`src/sv/osk_pkg.sv`:
```
// osk_pkg: shared types and constants for the omni base slew kinematics block.
// Holds the configuration register map, reset values and fixed field widths.
// No dependencies.
package osk_pkg;

    localparam int VEL_BITS_DEF = 16;
    localparam int CMD_W        = 16;
    localparam int TGT_W        = 16;
    localparam int CFG_W        = 15;
    localparam int CFG_IDX_W    = 3;
    localparam int ROUND_SHIFT  = 14;
    localparam int MID_DEPTH    = 2;
    localparam int OUT_DEPTH    = 4;

    typedef enum logic [CFG_IDX_W-1:0] {
        CFG_LIMIT_ENABLE = 3'd0,
        CFG_MAX_STEP_X   = 3'd1,
        CFG_MAX_STEP_Y   = 3'd2,
        CFG_MAX_STEP_W   = 3'd3,
        CFG_AXIS_GAIN    = 3'd4,
        CFG_BASE_RADIUS  = 3'd5
    } cfg_idx_t;

    typedef struct packed {
        logic             limit_enable;
        logic [CFG_W-1:0] max_step_x;
        logic [CFG_W-1:0] max_step_y;
        logic [CFG_W-1:0] max_step_w;
        logic [CFG_W-1:0] axis_gain;
        logic [CFG_W-1:0] base_radius;
    } cfg_t;

    localparam cfg_t CFG_RESET = '{
        limit_enable: 1'b1,
        max_step_x:   15'd328,
        max_step_y:   15'd328,
        max_step_w:   15'd328,
        axis_gain:    15'd11585,
        base_radius:  15'd1638
    };

endpackage

```
`src/sv/osk_fifo.sv`:
```
// osk_fifo: small register-based queue with first-word fall-through read.
// Used between front and back and as the result queue.
// Depends on nothing.
module osk_fifo #(
    parameter int WIDTH = 8,
    parameter int DEPTH = 2
) (
    input  logic                         clk,
    input  logic                         rst_n,
    input  logic                         wr_en,
    input  logic [WIDTH-1:0]             wr_data,
    input  logic                         rd_en,
    output logic [WIDTH-1:0]             rd_data,
    output logic                         full,
    output logic                         empty,
    output logic [$clog2(DEPTH+1)-1:0]   count
);

    localparam int AW = (DEPTH > 1) ? $clog2(DEPTH) : 1;
    localparam int CW = $clog2(DEPTH + 1);

    logic [WIDTH-1:0] mem_reg [DEPTH];
    logic [AW-1:0]    wr_ptr_reg, wr_ptr_next;
    logic [AW-1:0]    rd_ptr_reg, rd_ptr_next;
    logic [CW-1:0]    count_reg, count_next;
    logic             do_wr, do_rd;

    assign full    = (count_reg == CW'(DEPTH));
    assign empty   = (count_reg == '0);
    assign count   = count_reg;
    assign rd_data = mem_reg[rd_ptr_reg];
    assign do_wr   = wr_en && !full;
    assign do_rd   = rd_en && !empty;

    always_comb
    begin
        wr_ptr_next = wr_ptr_reg;
        rd_ptr_next = rd_ptr_reg;
        count_next  = count_reg;
        if (do_wr)
        begin
            wr_ptr_next = (wr_ptr_reg == AW'(DEPTH - 1)) ? '0 : wr_ptr_reg + 1'b1;
        end
        if (do_rd)
        begin
            rd_ptr_next = (rd_ptr_reg == AW'(DEPTH - 1)) ? '0 : rd_ptr_reg + 1'b1;
        end
        if (do_wr && !do_rd)
        begin
            count_next = count_reg + 1'b1;
        end
        else if (do_rd && !do_wr)
        begin
            count_next = count_reg - 1'b1;
        end
    end

    always_ff @(posedge clk or negedge rst_n)
    begin
        if (!rst_n)
        begin
            wr_ptr_reg <= '0;
            rd_ptr_reg <= '0;
            count_reg  <= '0;
        end
        else
        begin
            wr_ptr_reg <= wr_ptr_next;
            rd_ptr_reg <= rd_ptr_next;
            count_reg  <= count_next;
        end
    end

    always_ff @(posedge clk)
    begin
        if (do_wr)
        begin
            mem_reg[wr_ptr_reg] <= wr_data;
        end
    end

endmodule

```
`src/sv/osk_front.sv`:
```
// osk_front: slew limiter on the commanded body velocity, holds last applied values.
// Produces the applied (vx, vy, w) for each transfer.
// Depends on osk_pkg.
module osk_front #(
    parameter int VEL_BITS = osk_pkg::VEL_BITS_DEF
) (
    input  logic                                clk,
    input  logic                                rst_n,
    input  logic                                accept,
    input  logic signed [osk_pkg::CMD_W-1:0]    vx_cmd,
    input  logic signed [osk_pkg::CMD_W-1:0]    vy_cmd,
    input  logic signed [osk_pkg::CMD_W-1:0]    w_cmd,
    input  osk_pkg::cfg_t                       cfg,
    output logic [3*VEL_BITS-1:0]               applied
);

    localparam int DW = ((VEL_BITS > osk_pkg::CMD_W) ? VEL_BITS : osk_pkg::CMD_W) + 2;
    localparam logic signed [DW-1:0] VEL_MAX =
        {{(DW - VEL_BITS + 1){1'b0}}, {(VEL_BITS - 1){1'b1}}};
    localparam logic signed [DW-1:0] VEL_MIN = ~VEL_MAX;

    logic signed [VEL_BITS-1:0] last_vx_reg, last_vx_next;
    logic signed [VEL_BITS-1:0] last_vy_reg, last_vy_next;
    logic signed [VEL_BITS-1:0] last_w_reg, last_w_next;

    function automatic logic signed [VEL_BITS-1:0] slew(
        input logic [osk_pkg::CMD_W-1:0] cmd,
        input logic [VEL_BITS-1:0]       last,
        input logic [osk_pkg::CFG_W-1:0] step,
        input logic                      en
    );
        logic signed [DW-1:0] c, l, s, d, r;
        c = {{(DW - osk_pkg::CMD_W){cmd[osk_pkg::CMD_W-1]}}, cmd};
        l = {{(DW - VEL_BITS){last[VEL_BITS-1]}}, last};
        s = {{(DW - osk_pkg::CFG_W){1'b0}}, step};
        d = c - l;
        r = c;
        if (en)
        begin
            if (d > s)
            begin
                r = l + s;
            end
            else if (d < -s)
            begin
                r = l - s;
            end
        end
        if (r > VEL_MAX)
        begin
            r = VEL_MAX;
        end
        else if (r < VEL_MIN)
        begin
            r = VEL_MIN;
        end
        return r[VEL_BITS-1:0];
    endfunction

    always_comb
    begin
        last_vx_next = slew(vx_cmd, last_vx_reg, cfg.max_step_x, cfg.limit_enable);
        last_vy_next = slew(vy_cmd, last_vy_reg, cfg.max_step_y, cfg.limit_enable);
        last_w_next  = slew(w_cmd, last_w_reg, cfg.max_step_w, cfg.limit_enable);
    end

    assign applied = {last_vx_next, last_vy_next, last_w_next};

    always_ff @(posedge clk or negedge rst_n)
    begin
        if (!rst_n)
        begin
            last_vx_reg <= '0;
            last_vy_reg <= '0;
            last_w_reg  <= '0;
        end
        else if (accept)
        begin
            last_vx_reg <= last_vx_next;
            last_vy_reg <= last_vy_next;
            last_w_reg  <= last_w_next;
        end
    end

endmodule

```
`src/sv/osk_back.sv`:
```
// osk_back: wheel kinematics (multiply stage, then sum, round, saturate) and result queue.
// Pulls applied velocities from the middle queue when the result queue has room.
// Depends on osk_pkg and osk_fifo.
module osk_back #(
    parameter int VEL_BITS  = osk_pkg::VEL_BITS_DEF,
    parameter int OUT_DEPTH = osk_pkg::OUT_DEPTH
) (
    input  logic                                clk,
    input  logic                                rst_n,
    input  logic                                in_empty,
    input  logic [3*VEL_BITS-1:0]               in_data,
    output logic                                in_pop,
    input  osk_pkg::cfg_t                       cfg,
    input  logic                                pop,
    output logic                                empty,
    output logic signed [osk_pkg::TGT_W-1:0]    front_left_target,
    output logic signed [osk_pkg::TGT_W-1:0]    front_right_target,
    output logic signed [osk_pkg::TGT_W-1:0]    back_right_target,
    output logic signed [osk_pkg::TGT_W-1:0]    back_left_target
);

    localparam int PW  = VEL_BITS + osk_pkg::CFG_W + 1;
    localparam int SW  = ((VEL_BITS + 20) > 32) ? (VEL_BITS + 20) : 32;
    localparam int CW  = $clog2(OUT_DEPTH + 1);
    localparam int TW  = osk_pkg::TGT_W;
    localparam logic signed [SW-1:0] RND   = SW'(1) <<< (osk_pkg::ROUND_SHIFT - 1);
    localparam logic signed [SW-1:0] T_MAX = SW'((1 << (TW - 1)) - 1);
    localparam logic signed [SW-1:0] T_MIN = ~T_MAX;

    logic signed [VEL_BITS-1:0] vx, vy, w;
    logic signed [PW-1:0]       gx_next, gy_next, wr_prod;
    logic signed [PW-1:0]       gx_reg, gy_reg;
    logic signed [PW+1:0]       wr_reg, wr_next;
    logic                       s1_valid_reg;
    logic signed [SW-1:0]       gx_e, gy_e, wr_e;
    logic [4*TW-1:0]            res_data, out_data;
    logic                       out_full;
    logic [CW-1:0]              out_count;
    logic                       room;

    function automatic logic signed [TW-1:0] finish(input logic signed [SW-1:0] q);
        logic signed [SW-1:0] t;
        t = (q + RND) >>> osk_pkg::ROUND_SHIFT;
        if (t > T_MAX)
        begin
            t = T_MAX;
        end
        else if (t < T_MIN)
        begin
            t = T_MIN;
        end
        return t[TW-1:0];
    endfunction

    assign {vx, vy, w} = in_data;

    assign room   = ((CW + 1)'(out_count) + (CW + 1)'(s1_valid_reg)) < (CW + 1)'(OUT_DEPTH);
    assign in_pop = !in_empty && room;

    always_comb
    begin
        gx_next = vx * $signed({1'b0, cfg.axis_gain});
        gy_next = vy * $signed({1'b0, cfg.axis_gain});
        wr_prod = w * $signed({1'b0, cfg.base_radius});
        wr_next = {wr_prod, 2'b00};
    end

    always_ff @(posedge clk or negedge rst_n)
    begin
        if (!rst_n)
        begin
            s1_valid_reg <= 1'b0;
        end
        else
        begin
            s1_valid_reg <= in_pop;
        end
    end

    always_ff @(posedge clk)
    begin
        if (in_pop)
        begin
            gx_reg <= gx_next;
            gy_reg <= gy_next;
            wr_reg <= wr_next;
        end
    end

    always_comb
    begin
        gx_e = SW'(gx_reg);
        gy_e = SW'(gy_reg);
        wr_e = SW'(wr_reg);
        res_data = {finish(gy_e + gx_e - wr_e),
                    finish(gx_e - gy_e - wr_e),
                    finish(-gy_e - gx_e - wr_e),
                    finish(gy_e - gx_e - wr_e)};
    end

    osk_fifo #(
        .WIDTH (4 * TW),
        .DEPTH (OUT_DEPTH)
    ) u_out_q (
        .clk     (clk),
        .rst_n   (rst_n),
        .wr_en   (s1_valid_reg),
        .wr_data (res_data),
        .rd_en   (pop),
        .rd_data (out_data),
        .full    (out_full),
        .empty   (empty),
        .count   (out_count)
    );

    assign {front_left_target, front_right_target, back_right_target, back_left_target} =
        out_full ? out_data : out_data;

endmodule

```
`src/sv/omni_base_slew_kinematics.sv`:
```
// omni_base_slew_kinematics: top level, configuration registers and queue wiring.
// Depends on osk_pkg, osk_fifo, osk_front, osk_back.
//
// Usage:
//   Commands enter through a queue-like port: a transfer happens at a clock
//   edge with push high and full low. Each command (vx_cmd, vy_cmd, w_cmd)
//   yields one result of four wheel targets, read through empty/pop: the
//   oldest result is on the target ports while empty is low and is removed
//   at an edge with pop high.
//   Configuration: cfg_wr_en with cfg_addr/cfg_wdata writes one register in
//   the same edge; unknown indexes are ignored. Write only while idle.
//   Path: the slew limiter and state update act in the transfer cycle;
//   the command then passes the middle queue, one multiply stage, and
//   sum/round/saturate into the result queue.
//   Throughput: one command per cycle, sustained as long as pop keeps up.
//   Stall: when pop stays low the four-entry result queue fills, the back
//   end stops, the two-entry middle queue fills and full rises; nothing is
//   dropped.
//   Reset: registers return to their default values, the last applied
//   velocity is zero and both queues are empty.
module omni_base_slew_kinematics #(
    parameter int VEL_BITS = osk_pkg::VEL_BITS_DEF
) (
    input  logic                                clk,
    input  logic                                rst_n,
    input  logic                                cfg_wr_en,
    input  logic [osk_pkg::CFG_IDX_W-1:0]       cfg_addr,
    input  logic [osk_pkg::CFG_W-1:0]           cfg_wdata,
    input  logic                                push,
    output logic                                full,
    input  logic signed [osk_pkg::CMD_W-1:0]    vx_cmd,
    input  logic signed [osk_pkg::CMD_W-1:0]    vy_cmd,
    input  logic signed [osk_pkg::CMD_W-1:0]    w_cmd,
    output logic                                empty,
    input  logic                                pop,
    output logic signed [osk_pkg::TGT_W-1:0]    front_left_target,
    output logic signed [osk_pkg::TGT_W-1:0]    front_right_target,
    output logic signed [osk_pkg::TGT_W-1:0]    back_right_target,
    output logic signed [osk_pkg::TGT_W-1:0]    back_left_target
);

    localparam int MCW = $clog2(osk_pkg::MID_DEPTH + 1);

    osk_pkg::cfg_t          cfg_reg, cfg_next;
    logic                   accept;
    logic [3*VEL_BITS-1:0]  applied;
    logic [3*VEL_BITS-1:0]  mid_data;
    logic                   mid_empty;
    logic                   mid_pop;
    logic [MCW-1:0]         mid_count;

    always_comb
    begin
        cfg_next = cfg_reg;
        if (cfg_wr_en)
        begin
            case (cfg_addr)
                osk_pkg::CFG_LIMIT_ENABLE: cfg_next.limit_enable = cfg_wdata[0];
                osk_pkg::CFG_MAX_STEP_X:   cfg_next.max_step_x   = cfg_wdata;
                osk_pkg::CFG_MAX_STEP_Y:   cfg_next.max_step_y   = cfg_wdata;
                osk_pkg::CFG_MAX_STEP_W:   cfg_next.max_step_w   = cfg_wdata;
                osk_pkg::CFG_AXIS_GAIN:    cfg_next.axis_gain    = cfg_wdata;
                osk_pkg::CFG_BASE_RADIUS:  cfg_next.base_radius  = cfg_wdata;
                default:                   cfg_next = cfg_reg;
            endcase
        end
    end

    always_ff @(posedge clk or negedge rst_n)
    begin
        if (!rst_n)
        begin
            cfg_reg <= osk_pkg::CFG_RESET;
        end
        else
        begin
            cfg_reg <= cfg_next;
        end
    end

    assign accept = push && !full;

    osk_front #(
        .VEL_BITS (VEL_BITS)
    ) u_front (
        .clk     (clk),
        .rst_n   (rst_n),
        .accept  (accept),
        .vx_cmd  (vx_cmd),
        .vy_cmd  (vy_cmd),
        .w_cmd   (w_cmd),
        .cfg     (cfg_reg),
        .applied (applied)
    );

    osk_fifo #(
        .WIDTH (3 * VEL_BITS),
        .DEPTH (osk_pkg::MID_DEPTH)
    ) u_mid_q (
        .clk     (clk),
        .rst_n   (rst_n),
        .wr_en   (accept),
        .wr_data (applied),
        .rd_en   (mid_pop),
        .rd_data (mid_data),
        .full    (full),
        .empty   (mid_empty),
        .count   (mid_count)
    );

    osk_back #(
        .VEL_BITS  (VEL_BITS),
        .OUT_DEPTH (osk_pkg::OUT_DEPTH)
    ) u_back (
        .clk                (clk),
        .rst_n              (rst_n),
        .in_empty           (mid_empty || (mid_count == '0)),
        .in_data            (mid_data),
        .in_pop             (mid_pop),
        .cfg                (cfg_reg),
        .pop                (pop),
        .empty              (empty),
        .front_left_target  (front_left_target),
        .front_right_target (front_right_target),
        .back_right_target  (back_right_target),
        .back_left_target   (back_left_target)
    );

endmodule
```
`config.mk`:
```
export PLATFORM = sky130hd
export DESIGN_NAME = omni_base_slew_kinematics
export DESIGN_NICKNAME = d
export VERILOG_FILES = /design/src/sv/osk_pkg.sv /design/src/sv/osk_fifo.sv /design/src/sv/osk_front.sv /design/src/sv/osk_back.sv /design/src/sv/omni_base_slew_kinematics.sv
export SDC_FILE = /design/constraint.sdc
export NUM_CORES = 2
export LEC_CHECK = 0
export BUFFER_PORTS_ARGS = -buffer_cell sky130_fd_sc_hd__buf_4
export CELL_PAD_IN_SITES_DETAIL_PLACEMENT = 2
export CELL_PAD_IN_SITES_GLOBAL_PLACEMENT = 2
export CORE_UTILIZATION = 44
export CTS_CLUSTER_SIZE = 24
export DETAILED_ROUTE_END_ITERATION = 6
export GPL_ROUTABILITY_DRIVEN = 1
export PLACE_DENSITY_LB_ADDON = 0.3
export REMOVE_ABC_BUFFERS = 1
export SYNTH_ARGS = -nofsm -noshare
export SYNTH_HDL_FRONTEND = slang
export SYNTH_SLANG_ARGS = --single-unit
```
`constraint.sdc`:
```
create_clock -name clk -period 11.8 [get_ports clk]
set_input_delay 2.36 -clock clk [delete_from_list [all_inputs] [get_ports clk]]
set_output_delay 2.36 -clock clk [all_outputs]
set_load 0.01 [all_outputs]
```
==> flow_summary.toml <==
[outcome]
status = "completed"

[sta]
relSlewSlack_pct = 20.6
hold_viol = 0
slew_violations = 0
rsz0062_at_grt = "false"
setup_tns_ps = 0
skew_ps = 42.9
tightest_slew_ps = 1190
post-route-period-util_pct = 71.4
setup_violations = 0
clock.fmax_mhz = 119
layout_min_cycle_time_ps = 8420

[synthesis]
yosys_warnings = 0
netlist_instances = 6868
yosys-top-cells-area = "fa_1 (25%), edfxtp_1 (19%), ha_1 (13%), inv_1 (6.7%), dfrtp_1 (4.1%)"
ys_seq_elements = 584
yosysTopAreaCell = "fa_1"
synth_top_area_share_pct = 25.0
synthTopCellsByCount = "inv_1 (1246), fa_1 (876), ha_1 (711)"
yosysSeqAreaShare_pct = 24.1
avgSynthCellArea_um2 = 10.2
synth_ff_type = "edfxtp_1"
synth_edf_count = 448
async_flop_share_pct = 23.3
synth.distinct_cells = 112
synth.most_common_cell = "inv_1"
syn_area_mm2 = 0.0702

[setup_path]
start_kind = "flop"
cp-end-kind = "flop"
arrival_ps = 8860
cp_max_fo = 49
required_ps = 12240
criticalPathCategory = "reg -> reg"

[clock_tree]
clock_sinks = 584
htreeDepth = 3
post_cts.repair.setup_buffers = 0
ctsLongestPathBuffers = 3
clkTransAtPathRegs_ps = 60
cts_root_buffer = "clkbuf_16"
clk-insertion-delay-late_ps = 710
numCtsBuffers = 71
cts_resized = 0
ctsHoldBuffers = 0
cts_tree = "yes"

[route]
routed-via-count = 51779
viasPerCell = 5.73
drtIter0Drc = 2608
wl_um = 242000
drcViolationCount = 0
ant_nets = 0
routedWlPerCell_um = 26.8
firstDrtPassIters = 7

[floorplanning]
pin_count = 137
die_x_um = 401
fp.dieH_um = 401
core_area_mm2 = 0.158
initial_core_util_pct = 44.3
dieArea_mm2 = 0.161
num_rows = 146

[placed_design]
port_buffers = 136
gp_congestion = 0.865
dp_hpwl_um = 192000

[hold_path]
min-delay-path-class = "reg -> reg"

[global_routing]
antenna_found_initial = 5
grt_pass1_vias = 61219
grt_util_all_layers_pct = 30.3
grt_max_degree = 83
grt_first_pass_wirelength_um = 374000
overflow = 0

[layout]
area_delta_synth_final_pct = 8.03
nNetsFinal = 8559
drive_gt1_share_pct = 8.68
largest_register_ffs = 256
nFillCells = 16223

[job]
drv_cap = 0
through the flow:
stage	utilization, %	setup slack [ps]	hold slack, ps	instances	cell area [µm²]
after floorplan	-	2220	465	6653	69300
after global placement	46.3	3210	487	8900	73300
after detailed placement	46.3	3050	495	8900	73300
after CTS	47.9	3400	529	9032	75800
after global routing	47.9	3050	536	9032	75800
final	47.9	3380	530	9036	75800
worst paths after layout:
check                           cells after the start  slack, ps                 endpoint               start
max in group asynchronous                           2       8590  u_front.last_vy_reg[12]               rst_n
min in group asynchronous                           1       1740    u_front.last_w_reg[0]               rst_n
worst max-delay path                               26       3380        u_back.gx_reg[30]  u_mid_q.rd_ptr_reg
worst min-delay path                                1        530              cfg_reg[19]         cfg_reg[19]
worst max register to register                     26       3380        u_back.gx_reg[30]  u_mid_q.rd_ptr_reg
worst min register to register                      1        530              cfg_reg[19]         cfg_reg[19]
area by class of cell:
class	instances	area, µm²	share of cell area (%)
Tap cell	2072	2590	3.42
Timing Repair Buffer	175	1320	1.74
Antenna cell	4	10.0	0.0132
Inverter	1246	4680	6.17
Multi-Input combinational cell	4823	47800	63.1
Sequential cell	584	16900	22.3
Clock buffer	87	1890	2.49
Clock inverter	45	599	0.791
worst max-delay path, stage by stage (launching register included):
cell	delay [ps]
dfrtp_2	340
buf_4	580
mux2_2	610
and2_1	270
fa_1	560
inv_1	70
fa_1	560
inv_1	50
ha_1	190
fa_1	490
inv_1	60
fa_1	440
fa_1	540
inv_1	50
ha_1	350
a21o_1	210
a21o_1	190
a21oi_1	360
o211ai_1	240
nand3_1	120
nand2_1	90
o21ai_0	290
o211ai_1	220
a31o_2	320
a21boi_0	520
o21ai_0	220
xor2_1	180
routing by layer:
layer	wire length [µm]	GRT usage, %	part of all wire [%]	up-vias
li1	-	-	-	22796
met1	99100	36.8	41	27432
met2	124000	54.9	51	1122
met3	8680	3.25	3.6	429
met4	9700	11.5	4.0	0
met5	0	0	0	-
cell usage in the layout, fill, tap and decap left out, drive strengths merged, types with 25 or more instances in the layout:
master  instances
fa            876
xor2           79
nand2b         53
buf           175
ha            711
nand4          30
xnor2         227
clkbuf         87
o21bai         26
o21ai         225
o211ai         36
mux4           64
a211oi         35
nand2         584
a21oi         255
nor3           84
inv          1253
nor2          246
mux2          136
and3           27
nand3          90
o31ai          31
dfrtp         114
edfxtp        448
and2          316
clkinv         25
a21o          112
nor2b          80
or3            39
a31oi          39
o21a           64
cell families after synthesis:
logic type	after synthesis	share of synthesized area (%)
buffers and inverters	1461	7.89
adder cells (fa/ha/maj)	1593	37.8
AO/OA/AOI/OAI	1072	10.5
AND/OR/NAND/NOR	1642	11.6
XOR/XNOR	307	3.85
multiplexers	209	4.37
flip-flops	584	24.1
Power is left out: the tool's default activity adds up to more than one toggle a clock period on the data nets, which glitch-free logic cannot reach.
